## config.mk

```make
export PLATFORM = sky130hd
export DESIGN_NAME = periodic_task_timer_table
export DESIGN_NICKNAME = d
export VERILOG_FILES = /design/src/rtl/pttt_pkg.sv /design/src/rtl/periodic_task_timer_table.sv /design/src/rtl/pttt_mem.sv /design/src/rtl/pttt_seq.sv
export SDC_FILE = /design/constraint.sdc
export NUM_CORES = 1
export LEC_CHECK = 0
export ABC_AREA = 1
export BUFFER_PORTS_ARGS = -buffer_cell sky130_fd_sc_hd__buf_2
export CORE_MARGIN = 1.5
export CORE_UTILIZATION = 45
export CTS_BUF_LIST = sky130_fd_sc_hd__clkbuf_8
export DETAILED_ROUTE_END_ITERATION = 16
export GPL_ROUTABILITY_DRIVEN = 0
export HOLD_SLACK_MARGIN = 0.12
export PLACE_DENSITY = 0.59
export SYNTH_ARGS = -nofsm -noshare
export SYNTH_HDL_FRONTEND = slang
export SYNTH_HIERARCHICAL = 1
export SYNTH_SLANG_ARGS = --single-unit
```

## constraint.sdc

```tcl
create_clock -name i_clk -period 8.9 [get_ports i_clk]
set_input_delay 1.335 -clock i_clk [delete_from_list [all_inputs] [get_ports i_clk]]
set_output_delay 1.335 -clock i_clk [all_outputs]
set_load 0.01 [all_outputs]
```

## src/rtl/pttt_pkg.sv

```systemverilog
// Shared types and constants for the periodic task timer table.
// Used by pttt_mem, pttt_seq and periodic_task_timer_table; no dependencies.
`timescale 1ns / 1ps

package pttt_pkg;

    // Number of table entries and the cap on firings reported per tick.
    localparam int NUM_TASKS   = 8;
    localparam int MAX_RESULTS = 8;

    // Entry index and firing counter widths.
    localparam int IDX_W = (NUM_TASKS > 1) ? $clog2(NUM_TASKS) : 1;
    localparam int CNT_W = $clog2(MAX_RESULTS + 1);

    // Field widths of one input item and one result item.
    localparam int CMD_W    = 3;
    localparam int TIDX_W   = 4;
    localparam int TIME_W   = 32;
    localparam int KEEP_W   = 8;
    localparam int TASKID_W = 3;

    // Stream packing: tdata rounded up to whole bytes.
    localparam int S_TDATA_RAW = TIDX_W + TIME_W + TIME_W + KEEP_W;
    localparam int S_TDATA_W   = ((S_TDATA_RAW + 7) / 8) * 8;
    localparam int M_TDATA_W   = ((TASKID_W + 7) / 8) * 8;
    localparam int M_TUSER_W   = 2;

    // Command codes.
    localparam logic [CMD_W-1:0] CMD_TICK    = 3'd0;
    localparam logic [CMD_W-1:0] CMD_SET     = 3'd1;
    localparam logic [CMD_W-1:0] CMD_CLEAR   = 3'd2;
    localparam logic [CMD_W-1:0] CMD_SUSPEND = 3'd3;
    localparam logic [CMD_W-1:0] CMD_RESUME  = 3'd4;

    // One memory word: reload period and next deadline.
    typedef struct packed {
        logic [TIME_W-1:0] interval;
        logic [TIME_W-1:0] deadline;
    } t_entry;

    // Access request from the sequencer to the entry memory.
    typedef struct packed {
        logic             rd_en;
        logic [IDX_W-1:0] rd_addr;
        logic             wr_en;
        logic [IDX_W-1:0] wr_addr;
        t_entry           wr_data;
    } t_mem_req;

    // One result item.
    typedef struct packed {
        logic                fired;
        logic [TASKID_W-1:0] task_id;
        logic                last;
        logic                error;
    } t_res;

endpackage

```

## src/rtl/periodic_task_timer_table.sv

```systemverilog
// Top level of the periodic task timer table: stream ports, output register,
// sequencer and entry memory; depends on pttt_pkg, pttt_mem and pttt_seq.
`timescale 1ns / 1ps

// The block keeps a table of NUM_TASKS periodic timers. Each entry has an
// enable flag and a suspend mark, held in flip-flops, and a reload period and
// deadline, held in a synchronous memory with a registered read. Set, clear,
// suspend and resume act on one entry; a task index equal to NUM_TASKS with
// suspend or resume acts on all entries, where suspend-all remembers which
// entries were enabled and resume-all re-enables exactly those. A tick walks
// the memory in index order, one entry per cycle unless the output stalls:
// the read of the next entry overlaps the deadline compare and write-back
// of the current one. Every enabled entry whose deadline is at or below now
// fires, gets now plus its period as its new deadline, and stays enabled only
// if its keep bit is set. Each firing gives one result item in index order
// with tlast on the final one; a tick with no firing gives one empty item
// with tlast. Every other command gives one item carrying the error flag for
// an index out of range. Timing: one item is worked on at a time. A command
// other than a tick goes from idle to the response state, which hands its
// result to the output register once that can take it, and then back to
// idle, where the next item can be accepted. A tick goes from idle through
// the walk state, which steps through the entries over the single memory
// read port, and the final state, which hands over the last result, back to
// idle; the output side can stall the walk and the final state. The next
// item is accepted while the last result still waits in the output register.
// No clearing pass follows reset: per-entry valid bits make unwritten entries
// read as zero.

module periodic_task_timer_table (
    input  logic                              i_clk,
    input  logic                              i_rst_n,
    input  logic                              s_axis_tvalid,
    output logic                              s_axis_tready,
    // task_index [3:0], period [35:4], now [67:36], keep_mask [75:68]
    input  logic [pttt_pkg::S_TDATA_W-1:0]    s_axis_tdata,
    // command [2:0]
    input  logic [pttt_pkg::CMD_W-1:0]        s_axis_tuser,
    output logic                              m_axis_tvalid,
    input  logic                              m_axis_tready,
    // task_id [2:0]
    output logic [pttt_pkg::M_TDATA_W-1:0]    m_axis_tdata,
    // fired [0], error [1]
    output logic [pttt_pkg::M_TUSER_W-1:0]    m_axis_tuser,
    output logic                              m_axis_tlast
);
    import pttt_pkg::*;

    localparam int PER_LO  = TIDX_W;
    localparam int NOW_LO  = PER_LO + TIME_W;
    localparam int KEEP_LO = NOW_LO + TIME_W;

    t_mem_req mem_req;
    t_entry   rd_data;
    logic     out_free;
    logic     res_valid;
    t_res     res;

    logic r_out_vld;
    t_res r_out;

    // Output register: it takes a new result when empty or being emptied.
    assign out_free = !r_out_vld || m_axis_tready;

    always_ff @(posedge i_clk) begin
        if (!i_rst_n) begin
            r_out_vld <= 1'b0;
        end else if (res_valid) begin
            r_out_vld <= 1'b1;
        end else if (m_axis_tready) begin
            r_out_vld <= 1'b0;
        end
    end

    always_ff @(posedge i_clk) begin
        if (res_valid) begin
            r_out <= res;
        end
    end

    pttt_seq u_seq (
        .i_clk        (i_clk),
        .i_rst_n      (i_rst_n),
        .i_valid      (s_axis_tvalid),
        .o_ready      (s_axis_tready),
        .i_command    (s_axis_tuser),
        .i_task_index (s_axis_tdata[TIDX_W-1:0]),
        .i_period     (s_axis_tdata[PER_LO +: TIME_W]),
        .i_now        (s_axis_tdata[NOW_LO +: TIME_W]),
        .i_keep_mask  (s_axis_tdata[KEEP_LO +: KEEP_W]),
        .o_mem_req    (mem_req),
        .i_rd_data    (rd_data),
        .i_out_free   (out_free),
        .o_res_valid  (res_valid),
        .o_res        (res)
    );

    pttt_mem u_mem (
        .i_clk     (i_clk),
        .i_rst_n   (i_rst_n),
        .i_req     (mem_req),
        .o_rd_data (rd_data)
    );

    assign m_axis_tvalid = r_out_vld;
    assign m_axis_tdata  = M_TDATA_W'(r_out.task_id);
    assign m_axis_tuser  = {r_out.error, r_out.fired};
    assign m_axis_tlast  = r_out.last;

    // The sequencer only hands over a result when the output register can
    // take it; otherwise a result would be overwritten.
    a_res_has_room: assert property (@(posedge i_clk) disable iff (!i_rst_n)
        res_valid |-> out_free)
        else $error("result produced while the output register was full");

    // Only a firing may be followed by further results of the same item.
    a_not_last_fires: assert property (@(posedge i_clk) disable iff (!i_rst_n)
        (res_valid && !res.last) |-> res.fired)
        else $error("non-final result without a firing");

    // An error is reported only on the single result of a non-tick command.
    a_err_alone: assert property (@(posedge i_clk) disable iff (!i_rst_n)
        (res_valid && res.error) |-> (res.last && !res.fired))
        else $error("error flag on a firing or non-final result");

    // After an accepted item the block is busy until its results are out.
    a_busy_after_accept: assert property (@(posedge i_clk) disable iff (!i_rst_n)
        (s_axis_tvalid && s_axis_tready) |=> !s_axis_tready)
        else $error("new item accepted before the previous one finished");

    // No memory write may coincide with a read of the same entry.
    a_no_rw_clash: assert property (@(posedge i_clk) disable iff (!i_rst_n)
        (mem_req.rd_en && mem_req.wr_en) |-> (mem_req.rd_addr != mem_req.wr_addr))
        else $error("memory read and write to the same entry in one cycle");

endmodule

```

## src/rtl/pttt_mem.sv

```systemverilog
// Entry memory of the periodic task timer table: period and deadline per task.
// One write and one registered read per cycle; depends on pttt_pkg.
`timescale 1ns / 1ps

module pttt_mem (
    input  logic              i_clk,
    input  logic              i_rst_n,
    input  pttt_pkg::t_mem_req i_req,
    output pttt_pkg::t_entry   o_rd_data
);
    import pttt_pkg::*;

    t_entry               r_mem [NUM_TASKS];
    logic [NUM_TASKS-1:0] r_vld;
    t_entry               r_rd_data;
    logic                 r_rd_vld;

    // Written entries are tracked so that an entry never written reads as zero,
    // matching the cleared table after reset.
    always_ff @(posedge i_clk) begin
        if (!i_rst_n) begin
            r_vld <= '0;
        end else if (i_req.wr_en) begin
            r_vld[i_req.wr_addr] <= 1'b1;
        end
    end

    always_ff @(posedge i_clk) begin
        if (i_req.wr_en) begin
            r_mem[i_req.wr_addr] <= i_req.wr_data;
        end
    end

    always_ff @(posedge i_clk) begin
        if (i_req.rd_en) begin
            r_rd_data <= r_mem[i_req.rd_addr];
            r_rd_vld  <= r_vld[i_req.rd_addr];
        end
    end

    assign o_rd_data = r_rd_vld ? r_rd_data : '0;

endmodule

```

## src/rtl/pttt_seq.sv

```systemverilog
// Command sequencer of the periodic task timer table: enable and suspend flags,
// command decode and the tick walk over the entry memory; depends on pttt_pkg.
`timescale 1ns / 1ps

module pttt_seq (
    input  logic                           i_clk,
    input  logic                           i_rst_n,
    input  logic                           i_valid,
    output logic                           o_ready,
    input  logic [pttt_pkg::CMD_W-1:0]     i_command,
    input  logic [pttt_pkg::TIDX_W-1:0]    i_task_index,
    input  logic [pttt_pkg::TIME_W-1:0]    i_period,
    input  logic [pttt_pkg::TIME_W-1:0]    i_now,
    input  logic [pttt_pkg::KEEP_W-1:0]    i_keep_mask,
    output pttt_pkg::t_mem_req             o_mem_req,
    input  pttt_pkg::t_entry               i_rd_data,
    input  logic                           i_out_free,
    output logic                           o_res_valid,
    output pttt_pkg::t_res                 o_res
);
    import pttt_pkg::*;

    localparam logic [1:0] ST_IDLE = 2'd0;
    localparam logic [1:0] ST_WALK = 2'd1;
    localparam logic [1:0] ST_FIN  = 2'd2;
    localparam logic [1:0] ST_RESP = 2'd3;

    logic [1:0]           r_state,    n_state;
    logic [IDX_W-1:0]     r_idx,      n_idx;
    logic [TIME_W-1:0]    r_now,      n_now;
    logic [NUM_TASKS-1:0] r_keep,     n_keep;
    logic [NUM_TASKS-1:0] r_en,       n_en;
    logic [NUM_TASKS-1:0] r_mark,     n_mark;
    logic                 r_pend_vld, n_pend_vld;
    logic [IDX_W-1:0]     r_pend_id,  n_pend_id;
    logic [CNT_W-1:0]     r_cnt,      n_cnt;
    logic                 r_err,      n_err;

    logic [IDX_W-1:0]  in_idx;
    logic              idx_in_table;
    logic              idx_is_all;
    logic              fire;
    logic              report;
    logic              blocked;
    logic [TIME_W-1:0] reload;

    assign in_idx       = IDX_W'(i_task_index);
    assign idx_in_table = (32'(i_task_index) < 32'(NUM_TASKS));
    assign idx_is_all   = (32'(i_task_index) == 32'(NUM_TASKS));

    // Walk step: the registered read data belongs to entry r_idx.
    assign fire    = r_en[r_idx] && !(i_rd_data.deadline > r_now);
    assign report  = fire && (32'(r_cnt) < 32'(MAX_RESULTS));
    assign blocked = report && r_pend_vld && !i_out_free;
    assign reload  = r_now + i_rd_data.interval;

    always_comb begin
        n_state    = r_state;
        n_idx      = r_idx;
        n_now      = r_now;
        n_keep     = r_keep;
        n_en       = r_en;
        n_mark     = r_mark;
        n_pend_vld = r_pend_vld;
        n_pend_id  = r_pend_id;
        n_cnt      = r_cnt;
        n_err      = r_err;
        o_ready    = 1'b0;
        o_mem_req  = '0;
        o_res_valid = 1'b0;
        o_res      = '0;

        case (r_state)
            ST_IDLE: begin
                o_ready = 1'b1;
                if (i_valid) begin
                    n_err   = 1'b0;
                    n_state = ST_RESP;
                    case (i_command)
                        CMD_TICK: begin
                            n_now             = i_now;
                            n_keep            = NUM_TASKS'(i_keep_mask);
                            n_idx             = '0;
                            n_pend_vld        = 1'b0;
                            n_cnt             = '0;
                            o_mem_req.rd_en   = 1'b1;
                            o_mem_req.rd_addr = '0;
                            n_state           = ST_WALK;
                        end
                        CMD_SET: begin
                            if (!idx_in_table) begin
                                n_err = 1'b1;
                            end else begin
                                n_en[in_idx]               = 1'b1;
                                o_mem_req.wr_en            = 1'b1;
                                o_mem_req.wr_addr          = in_idx;
                                o_mem_req.wr_data.interval = i_period;
                                o_mem_req.wr_data.deadline = i_now + i_period;
                            end
                        end
                        CMD_CLEAR: begin
                            if (!idx_in_table) begin
                                n_err = 1'b1;
                            end else begin
                                n_en[in_idx] = 1'b0;
                            end
                        end
                        CMD_SUSPEND: begin
                            if (idx_is_all) begin
                                n_mark = r_mark | r_en;
                                n_en   = '0;
                            end else if (idx_in_table) begin
                                n_en[in_idx] = 1'b0;
                            end else begin
                                n_err = 1'b1;
                            end
                        end
                        CMD_RESUME: begin
                            if (idx_is_all) begin
                                n_en   = r_en | r_mark;
                                n_mark = '0;
                            end else if (idx_in_table) begin
                                n_en[in_idx] = 1'b1;
                            end else begin
                                n_err = 1'b1;
                            end
                        end
                        default: begin
                            n_err = 1'b0;
                        end
                    endcase
                end
            end

            ST_WALK: begin
                if (!blocked) begin
                    if (fire) begin
                        n_en[r_idx]                = r_keep[r_idx];
                        o_mem_req.wr_en            = 1'b1;
                        o_mem_req.wr_addr          = r_idx;
                        o_mem_req.wr_data.interval = i_rd_data.interval;
                        o_mem_req.wr_data.deadline = reload;
                    end
                    // A firing is held back until the next one (or the end of the walk),
                    // since only that tells whether it is the last.
                    if (report) begin
                        if (r_pend_vld) begin
                            o_res_valid   = 1'b1;
                            o_res.fired   = 1'b1;
                            o_res.task_id = TASKID_W'(r_pend_id);
                        end
                        n_pend_vld = 1'b1;
                        n_pend_id  = r_idx;
                        n_cnt      = CNT_W'(r_cnt + 1'b1);
                    end
                    if (r_idx == IDX_W'(NUM_TASKS - 1)) begin
                        n_state = ST_FIN;
                    end else begin
                        n_idx             = IDX_W'(r_idx + 1'b1);
                        o_mem_req.rd_en   = 1'b1;
                        o_mem_req.rd_addr = IDX_W'(r_idx + 1'b1);
                    end
                end
            end

            ST_FIN: begin
                if (i_out_free) begin
                    o_res_valid   = 1'b1;
                    o_res.fired   = r_pend_vld;
                    o_res.task_id = r_pend_vld ? TASKID_W'(r_pend_id) : '0;
                    o_res.last    = 1'b1;
                    n_state       = ST_IDLE;
                end
            end

            ST_RESP: begin
                if (i_out_free) begin
                    o_res_valid = 1'b1;
                    o_res.last  = 1'b1;
                    o_res.error = r_err;
                    n_state     = ST_IDLE;
                end
            end

            default: begin
                n_state = ST_IDLE;
            end
        endcase
    end

    always_ff @(posedge i_clk) begin
        if (!i_rst_n) begin
            r_state    <= ST_IDLE;
            r_en       <= '0;
            r_mark     <= '0;
            r_pend_vld <= 1'b0;
            r_cnt      <= '0;
            r_idx      <= '0;
        end else begin
            r_state    <= n_state;
            r_en       <= n_en;
            r_mark     <= n_mark;
            r_pend_vld <= n_pend_vld;
            r_cnt      <= n_cnt;
            r_idx      <= n_idx;
        end
    end

    always_ff @(posedge i_clk) begin
        r_now     <= n_now;
        r_keep    <= n_keep;
        r_pend_id <= n_pend_id;
        r_err     <= n_err;
    end

endmodule
```

==> results.ini, run 1 <==
[critical_path]
crit_slowest_cell=inv_8
cpPeakStageDelay_ns=0.67
cp.depth=23
cp-end-kind=flop
crit_arrival_ns=6.11
critPathMaxFanout=141
required_ns=9.37
path_class=reg2reg
cp_common_cell=nand2_1
path_cells=buf_4, nand2_1, inv_1, ha_1, nand2_1, nor2_1, nand4_1, nor2_1, nand4_1, nand2_1, nand3_1, inv_1, nand2_1, nand3b_1, nor2_4, buf_4, inv_8, buf_12, nand2_1, nand3_1, nand2_1, nand2_1, nand2_1
critPathTopFamily=simple AND/OR/NAND/NOR gates
worstRegToRegCells=23
path_buf_inv=6
startpoint_type=flop

[layout]
utilization_pct=49.7
drive_above_1_share_pct=7.20
multiInputGateArea_sq_um=10600
final_nets=4040
fillers=7044
syn_to_final_growth_pct=9.52
regArea_sq_um=19500
layoutNonFillerInstCount=4901
design_area_sq_um=36900

[cts]
clkLatencyLatePin_ns=0.73
hold_buffers=0
h-tree-depth=3
ctsLongestPathBuffers=3
cts_resized=0
cts_sinks=662
cts_setup_buffers=0
clkSlewWorstSetupHoldPaths_ns=0.06
cts_tree=yes
cts_root_buffer=clkbuf_8
cts_made_buffers=107

[sta]
hold_viol=0
post-route-period-util_pct=63.4
tns_ns=0
clock-skew-final_ns=0.0365
final-max-slew-violation-count=0
max_freq_ghz=0.177
setup_viol=0
min_period_ns=5.64
rsz0062_at_grt=false
slew_headroom_pct=21.7
tightest_slew_ns=1.16

[yosys]
synth.most_common_cell=nand2_1
synth.area.top_cells=edfxtp_1, nand2_1, inv_1
ys_warn_count=6
synth_top_area_share_pct=55.9
ys_ff_latch=662
synth_cells=3753
syn_area_per_cell_sq_um=8.98
synth_cell_types=50
yosysSeqAreaShare_pct=57.9
synth_ff_type=edfxtp_1
syn_area_sq_um=33700
synth_edf_count=627
synth_area_leader_cell=edfxtp_1
synth.cells.most_frequent=nand2_1, inv_1, edfxtp_1
synthArstFlopShare_pct=0

[detailed_routing]
routed_wl_um=87600
firstDrtPassIters=5
vias=24500
drt-wirelength-per-cell_um=17.9
antenna_left=0
drc=0
drt_iter0_drc=2133
via_per_inst=4.99

[global_routing]
grt_max_degree=142
grt_pass1_vias=23400
grt_pass1_wl_um=135000
groute.usage.overall_pct=23.0
use_met1_pct=32.1
gr-max-usage-layer=met2
antenna_found_initial=3
grt-ovfl-total=0
use_met2_pct=36.9
globalRouteMet3Util_pct=3.10

[flow_run]
drv_cap=0

[power]
seqPwrFrac_pct=43.2
power_frac_comb_pct=29.8
internal-power_w=0.00568
swShare_pct=35.5
p_clk_share_pct=27.1
switchingPower_w=0.00313
power_density_nw_per_um2=239
p_leak_nw=17.2
vdd_ir_drop_max_mv=0.152

[die]
core-area_sq_um=74300
die_area_sq_um=76500
io_pins=100
rows=100
dieWidth_um=277
die_h_um=277
start_util_pct=45.3

[placement]
place_inst=4710
dpl.hpwl_um=52700
port_buffers=90
post_dp_cell_area_sq_um=35000

[min_path]
hp-class=reg2reg
hold_depth=2

[outcome]
status=finished clean

[stage by stage]
step | hold slack, ns | total power [W] | setup WS [ns]
floorplan | 0.435 | 0.00578 | 2.11
global placement | 0.446 | 0.00644 | 3.23
detailed placement | 0.448 | 0.00646 | 3.23
CTS | 0.458 | 0.00886 | 3.21
global route | 0.484 | 0.00937 | 2.79
finish | 0.459 | 0.00881 | 3.26
[sequential cells by signal, summed over array words and instances (netlist names)]
register and count:
u_mem/r_mem 512, u_mem/r_rd_data 64, u_seq/r_now 32, u_mem/r_vld 8, u_seq/r_en 8, u_seq/r_keep 8
u_seq/r_mark 8, u_seq/r_cnt 4, m_axis_tdata 3, u_seq/r_idx 3, u_seq/r_pend_id 3, m_axis_tuser 2
u_seq/r_state 2, m_axis_tlast 1, m_axis_tvalid 1, u_mem/r_rd_vld 1, u_seq/r_err 1, u_seq/r_pend_vld 1
[cell type report]
type | count | share of cell area, %
Timing Repair Buffer | 117 | 1.87
Sequential cell | 662 | 52.9
Clock inverter | 79 | 1.10
Tap cell | 969 | 3.28
Inverter | 789 | 8.10
Multi-Input combinational cell | 2173 | 28.6
Antenna cell | 3 | 0.0203
Clock buffer | 109 | 4.06
[layer usage]
layer / part of all wire, % / vias to the layer above
met2: 46 / 708
met3: 6.0 / 140
met4: 2.7 / 0
li1: - / 12200
met5: 0 / -
met1: 45 / 11400
[cell families after synthesis]
family | after synthesis | share of synthesized area [%]
other | 1 | 0.0111
AOI/OAI and AO/OA | 325 | 5.71
and+or+nand+nor | 1710 | 20.8
xor gates and xnor gates | 30 | 0.780
buffers and inverters | 922 | 10.9
adders and majority gates | 103 | 3.87
DFF | 662 | 57.9
[tightest hold or removal path, delay by kind of cell, from the launching register on]
| family | cells | cell delay (ns) |
|---|---|---|
| buffers and inverters | 1 | 0.06 |
| AOI/OAI and AO/OA | 1 | 0.06 |
| DFF | 1 | 0.30 |
[final timing paths]
path | endpoint | slack [ns] | from
worst max-delay path | u_mem/r_rd_data[15] | 3.26 | u_mem/r_rd_vld
worst min-delay path | u_mem/r_vld[5] | 0.46 | u_mem/r_vld[5]
worst max register to register | u_mem/r_rd_data[15] | 3.26 | u_mem/r_rd_vld
worst min register to register | u_mem/r_vld[5] | 0.46 | u_mem/r_vld[5]
[layout by cell type (no fill, tap or decap), types with 16 or more instances in the layout]
cell | Yosys | layout
o22ai_1 | 16 | 16
nor2_1 | 138 | 133
clkbuf_8 | 0 | 109
buf_2 | 55 | 90
ha_1 | 101 | 101
buf_4 | 30 | 24
nand4_1 | 27 | 27
nor3_1 | 20 | 20
dfxtp_1 | 35 | 35
a22o_1 | 32 | 32
nand3_1 | 329 | 329
clkinv_1 | 0 | 25
o21ai_0 | 80 | 79
nand2_1 | 1169 | 1169
inv_1 | 782 | 809
edfxtp_1 | 627 | 627
a21oi_1 | 136 | 136
[power groups by stage]
| stage | clock, W | combinational [W] | sequential (W) |
|---|---|---|---|
| finish | 0.00238 | 0.00262 | 0.00380 |
| global route | 0.00258 | 0.00297 | 0.00382 |
| CTS | 0.00245 | 0.00262 | 0.00380 |
| detailed placement | 0 | 0.00260 | 0.00386 |
| global placement | 0 | 0.00258 | 0.00386 |
| floorplan | 0 | 0.00194 | 0.00385 |
Note: power is estimated with default switching activity, not from simulation.
==> run 2: changes to the inputs <==
--- a/config.mk
+++ b/config.mk
@@ -5,7 +5,7 @@
 export SDC_FILE = /design/constraint.sdc
 export NUM_CORES = 1
 export LEC_CHECK = 0
-export ABC_AREA = 1
+export ABC_AREA = 0
 export BUFFER_PORTS_ARGS = -buffer_cell sky130_fd_sc_hd__buf_2
 export CORE_MARGIN = 1.5
 export CORE_UTILIZATION = 45
==> constraint.sdc (replaced) <==
create_clock -name i_clk -period 5.3 [get_ports i_clk]
set_input_delay 0.795 -clock i_clk [delete_from_list [all_inputs] [get_ports i_clk]]
set_output_delay 0.795 -clock i_clk [all_outputs]
set_load 0.01 [all_outputs]
==> run 2 against run 1 <==
Against the previous run:
- setup slack got worse by 2.9 ns
- final cell count is 39% lower
- worst hold slack got worse by 0.22 ns
- via count is 29% lower
- critical path depth fell by 7
- clock power grew 90%
- first-iteration DRC count shrank 42%
- critical endpoint is now u_mem/r_rd_data[45]
==> results.ini, run 2 <==
[cts]
clkLatencyLatePin_ns=0.74  ; about the same
clkSlewWorstSetupHoldPaths_ns=0.06  ; about the same
cts_made_buffers=110  ; +2.8%
hold_buffers=0  ; unchanged
cts_tree=yes
ctsLongestPathBuffers=3  ; unchanged
cts_root_buffer=clkbuf_8
cts_sinks=662  ; unchanged
cts_setup_buffers=0  ; unchanged
h-tree-depth=3  ; unchanged
cts_resized=0  ; unchanged

[critical_path]
cpPeakStageDelay_ns=0.55  ; -0.12 ns
critPathTopFamily=compound AO/OA/AOI/OAI gates
cp-end-kind=flop
crit_arrival_ns=5.45  ; -0.66 ns
startpoint=u_mem/r_rd_vld
required_ns=5.75  ; -3.62 ns
startpoint_type=flop
path_buf_inv=3  ; -3
critPathMaxFanout=64  ; -55%
crit_slowest_cell=mux4_2
reg2reg_from=u_mem/r_rd_vld
path_cells=buf_12, and2_1, ha_1, a21oi_1, o21ai_0, a21oi_1, o211ai_1, a21oi_2, o21ai_4, or3_1, nand3b_1, nor2_4, buf_12, buf_12, mux4_2, mux2_2
path_class=reg2reg
cp_common_cell=buf_12

[yosys]
synth_cell_types=84  ; +68%
synth.cells.most_frequent=edfxtp_1, mux4_2, ha_1
synth_area_leader_cell=edfxtp_1
yosysSeqAreaShare_pct=65.2  ; +7.3 points
synth_top_area_share_pct=62.9  ; +7.0 points
synth_ff_type=edfxtp_1
syn_area_sq_um=29900  ; -11%
synth_edf_count=627  ; unchanged
synth_cells=1850  ; -51%
synth.most_common_cell=edfxtp_1
ys_ff_latch=662  ; unchanged
ys_warn_count=6  ; unchanged
syn_area_per_cell_sq_um=16.2  ; +80%
synthArstFlopShare_pct=0  ; unchanged
synth.area.top_cells=edfxtp_1, mux4_2, ha_1

[sta]
setup_viol=0  ; unchanged
tightest_slew_ns=1.07  ; -0.0936 ns
final-max-slew-violation-count=0  ; unchanged
slew_headroom_pct=28.2  ; +6.5 points
hold_viol=0  ; unchanged
post-route-period-util_pct=94.2  ; +31 points
max_freq_ghz=0.200  ; +13%
min_period_ns=4.99  ; -0.651 ns
rsz0062_at_grt=false
clock-skew-final_ns=0.0460  ; +0.00947 ns

[detailed_routing]
drt_iter0_drc=1236  ; -42%
firstDrtPassIters=8  ; +3
routed_wl_um=72200  ; -18%
via_per_inst=5.80  ; +16%
drt-wirelength-per-cell_um=24.2  ; +36%
drc=0  ; unchanged
antenna_left=0  ; unchanged
vias=17300  ; -29%

[die]
io_pins=100  ; unchanged
rows=94  ; -6.0%
die_h_um=261  ; -5.7%
dieWidth_um=261  ; -5.7%
start_util_pct=45.5  ; +0.13 points
die_area_sq_um=68100  ; -11%
core-area_sq_um=65900  ; -11%

[layout]
final_cell_mix=edfxtp_1, mux4_2, clkbuf_8
regArea_sq_um=19500  ; unchanged
top_regs=u_mem/r_mem (512), u_mem/r_rd_data (64), u_seq/r_now (32)
utilization_pct=51.7  ; +2.1 points
drive_above_1_share_pct=24.6  ; +17 points
final_common_cell=edfxtp_1
multiInputGateArea_sq_um=9890  ; -6.4%
largest_reg_flops=512  ; unchanged
design_area_sq_um=34100  ; -7.7%
fillers=5453  ; -23%
top_register=u_mem/r_mem
syn_to_final_growth_pct=13.8
final_nets=2210  ; -45%

[flow_run]
drv_cap=0  ; unchanged

[power]
vdd_ir_drop_max_mv=0.274  ; +80%
p_leak_nw=12.0  ; -30%
power_density_nw_per_um2=403  ; +69%
total_power_w=0.0137  ; +56%

[placement]
post_dp_cell_area_sq_um=31900  ; -9.0%
dpl.hpwl_um=44500  ; -16%
port_buffers=90  ; unchanged

[global_routing]
grt-ovfl-total=0  ; unchanged
groute.usage.overall_pct=21.5  ; -1.5 points
grt_max_degree=66  ; -54%
grt_pass1_wl_um=109000  ; -20%
grt_pass1_vias=17600  ; -25%
antenna_found_initial=2  ; -1

[min_path]
min_from=s_axis_tdata[69]
hp-class=in2reg

[outcome]
status=finished clean

run 2: metrics by stage:
stage,hold WS [ns],setup TNS [ns],instances,setup WS (ns)
2_1_floorplan,0.429,-9.59,1854,-0.0859
3_3_place_gp,0.441,0,2772,0.390
3_5_place_dp,0.452,0,2772,0.349
4_1_cts,0.189,0,2977,0.291
5_1_grt,0.210,0,2978,0.131
6_report,0.244,0,2978,0.307
run 2: kinds of logic after synthesis:
| group | count (synthesis) | share of synthesized area [%] |
|---|---|---|
| flip-flops | 662 | 65.2 |
| AO/OA/AOI/OAI | 338 | 7.63 |
| AND/OR/NAND/NOR | 334 | 6.15 |
| multiplexers | 208 | 12.7 |
| buffers and inverters | 147 | 2.31 |
| adder cells (fa/ha/maj) | 103 | 4.35 |
| XOR/XNOR | 57 | 1.67 |
| other | 1 | 0.0125 |
run 2: worst paths after layout:
kind / endpoint / slack [ns] / cells after the start
worst min register to register: u_mem/r_vld[5] / 0.46 / 1
worst min-delay path: u_seq/r_keep[1] / 0.24 / 1
worst max-delay path: u_mem/r_rd_data[45] / 0.31 / 16
worst max register to register: u_mem/r_rd_data[45] / 0.31 / 16
run 2: power by group:
part	switching, W	internal [W]
logic	0.00168	0.00135
registers	0.0000947	0.00610
clock network	0.00205	0.00246
total	0.00383	0.00992
run 2: per-layer routing:
metal	global-route usage, %	up-vias	wire length [um]
met5	0	-	0
met4	6.83	0	1490
met3	3.29	103	3660
met2	35.6	524	35600
met1	29.3	8912	31500
li1	-	7726	-
run 2: layout make-up:
cell class / instances / share of cell area (%)
diodes: 1 / 0.00734
well taps: 864 / 3.17
inverters: 65 / 0.716
repair buffers: 136 / 3.25
clock buffers: 112 / 4.52
flip-flops and latches: 662 / 57.3
clock inverters: 93 / 1.97
multi-input cells: 1045 / 29.0
==> run 3: changes to the inputs <==
==> constraint.sdc (replaced) <==
create_clock -name i_clk -period 5.3 [get_ports i_clk]
set_input_delay 0.265 -clock i_clk [delete_from_list [all_inputs] [get_ports i_clk]]
set_output_delay 0.265 -clock i_clk [all_outputs]
set_load 0.01 [all_outputs]
==> run 3 against run 2 <==
Against the previous run:
- global-route usage increased by 0.21 points
- sequential power barely moved
- sequential share of layout area decreased by 0.93 points
- setup slack improved by 0.29 ns
- critical endpoint is now u_mem/r_mem[6][13]
- largest cell class unchanged
- largest power group unchanged
==> results.ini, run 3 (same netlist as run 2, synthesis figures left out) <==
[layout]
fillers=5480  ; +0.50%
layoutNonFillerInstCount=3048  ; +2.4%
regArea_sq_um=19500  ; unchanged
drive_above_1_share_pct=23.5  ; -1.0 points
top_regs=u_mem/r_mem (512), u_mem/r_rd_data (64), u_seq/r_now (32)
largest_reg_flops=512  ; unchanged
final_cell_mix=edfxtp_1, mux4_2, clkbuf_8
final_common_cell=edfxtp_1
syn_to_final_growth_pct=15.6
top_register=u_mem/r_mem
utilization_pct=52.6  ; +0.85 points
final_nets=2288  ; +3.5%
multiInputGateArea_sq_um=9890  ; unchanged

[cts]
cts_root_buffer=clkbuf_8
cts_sinks=662  ; unchanged
ctsLongestPathBuffers=3  ; unchanged
cts_tree=yes
cts_setup_buffers=0  ; unchanged
clkLatencyLatePin_ns=0.75  ; about the same
h-tree-depth=3  ; unchanged
clkSlewWorstSetupHoldPaths_ns=0.06  ; about the same
cts_made_buffers=110  ; unchanged

[placement]
dpl.hpwl_um=44400  ; -0.29%
place_inst=2775  ; +0.11%
port_buffers=90  ; unchanged

[global_routing]
use_met2_pct=36.5  ; +0.89 points
gr-max-usage-layer=met2
grt_max_degree=66  ; unchanged
antenna_found_initial=2  ; unchanged
groute.usage.overall_pct=21.7  ; +0.21 points
grt_pass1_vias=18200  ; +3.1%
grt-ovfl-total=0  ; unchanged
use_met1_pct=29.1  ; -0.18 points
globalRouteMet3Util_pct=3.43  ; +0.14 points
grt_pass1_wl_um=109000  ; +0.73%

[sta]
slew_headroom_pct=36.7  ; +8.5 points
tightest_slew_ns=0.943  ; -0.127 ns
setup_viol=0  ; unchanged
max_freq_ghz=0.213  ; +6.2%
post-route-period-util_pct=88.7  ; -5.5 points
min_period_ns=4.70  ; -0.293 ns
hold_viol=0  ; unchanged
clock-skew-final_ns=0.0690  ; +0.0230 ns
rsz0062_at_grt=false
final-max-slew-violation-count=0  ; unchanged

[power]
p_clk_share_pct=30.9  ; -2.0 points
power_density_nw_per_um2=387  ; -4.0%
p_leak_nw=12.2  ; +1.7%
internal-power_w=0.00958  ; -3.4%
swShare_pct=28.5  ; +0.69 points
switchingPower_w=0.00383  ; about the same
seqPwrFrac_pct=46.2  ; +1.1 points
power_frac_comb_pct=22.9  ; +0.9 points
vdd_ir_drop_max_mv=0.219  ; -20%

[detailed_routing]
routed_wl_um=73000  ; +1.2%
antenna_left=0  ; unchanged
drt_iter0_drc=1497  ; +21%
drt-wirelength-per-cell_um=24.0  ; -1.1%
vias=17600  ; +2.0%
firstDrtPassIters=5  ; -3
drc=0  ; unchanged
via_per_inst=5.77  ; -0.39%

[die]
core-area_sq_um=65900  ; unchanged
dieWidth_um=261  ; unchanged
die_area_sq_um=68100  ; unchanged
start_util_pct=45.5  ; unchanged
rows=94  ; unchanged
io_pins=100  ; unchanged
die_h_um=261  ; unchanged

[critical_path]
path_cells=buf_12, and2_1, ha_1, nand4_1, nor4_1, and2_4, o21ai_4, buf_4, nor2_2, nand2_1, o21ai_4, and4b_4, buf_12
required_ns=5.67  ; -0.08 ns
critPathMaxFanout=30  ; -53%
r2r_slack_ns=0.60  ; +0.29 ns
path_class=reg2reg
cp-end-kind=flop
cpPeakStageDelay_ns=0.71  ; +0.16 ns
worstRegToRegCells=13  ; -3
crit_slowest_cell=nor4_1
startpoint=u_mem/r_rd_vld
startpoint_type=flop
crit_arrival_ns=5.07  ; -0.38 ns
reg2reg_from=u_mem/r_rd_vld

[flow_run]
drv_cap=0  ; unchanged

[min_path]
hold_depth=2  ; +1
min_from=s_axis_tdata[22]
hp-class=in2reg

[outcome]
status=finished clean

==> run 3: path summary, 6_finish.rpt <==
| kind | to |
|---|---|
| min | u_mem/r_mem[4][50] |
| min reg2reg | u_mem/r_vld[4] |
| max | u_mem/r_mem[6][13] |
| max reg2reg | u_mem/r_mem[6][13] |
==> run 3: layout make-up <==
type                            count  area share (%)
Clock buffer                      112            4.45
Multi-Input combinational cell   1045            28.6
Clock inverter                     83            1.32
Antenna cell                        3          0.0217
Tap cell                          864            3.12
Timing Repair Buffer              214            5.43
Sequential cell                   662            56.4
Inverter                           65           0.704
==> run 3: critical path: cells and delay by family (launching register included) <==
| kind | cells | cell delay (ns) |
|---|---|---|
| flip-flops | 1 | 0.47 |
| buffers and inverters | 3 | 0.68 |
| AO/OA/AOI/OAI | 2 | 0.47 |
| adder cells (fa/ha/maj) | 1 | 0.30 |
| AND/OR/NAND/NOR | 7 | 2.43 |
==> run 3: power groups by stage <==
stage	clock network (W)	registers, W	logic, W
3_3_place_gp	0	0.00629	0.00301
3_5_place_dp	0	0.00630	0.00304
2_1_floorplan	0	0.00628	0.00226
5_1_grt	0.00448	0.00621	0.00335
4_1_cts	0.00427	0.00619	0.00310
6_report	0.00414	0.00619	0.00308
==> run 3: timing repair <==
action | 4_1_cts | 5_1_grt
resized for setup | 0 | 0
hold buffers | 75 | 0
endpoints found under the hold margin | 310 | 0
==> run 3: through the flow <==
step / hold WS [ns] / cell area (sq um) / total power, W / setup WS, ns / TNS, ns
detailed placement: 0.444 / 31900 / 0.00933 / 0.502 / 0
CTS: 0.122 / 34600 / 0.0136 / 0.526 / 0
finish: 0.186 / 34600 / 0.0134 / 0.600 / 0
floorplan: 0.364 / 30100 / 0.00854 / -0.0859 / -9.59
global route: 0.171 / 34600 / 0.0140 / 0.342 / 0
global placement: 0.441 / 31900 / 0.00930 / 0.588 / 0
==> run 3: metal layers <==
metal	wire (um)	vias up	part of all wire (%)
li1	-	7883	-
met1	32000	9075	44
met2	35700	503	49
met3	3400	141	4.7
met4	1870	0	2.6
met5	0	-	0
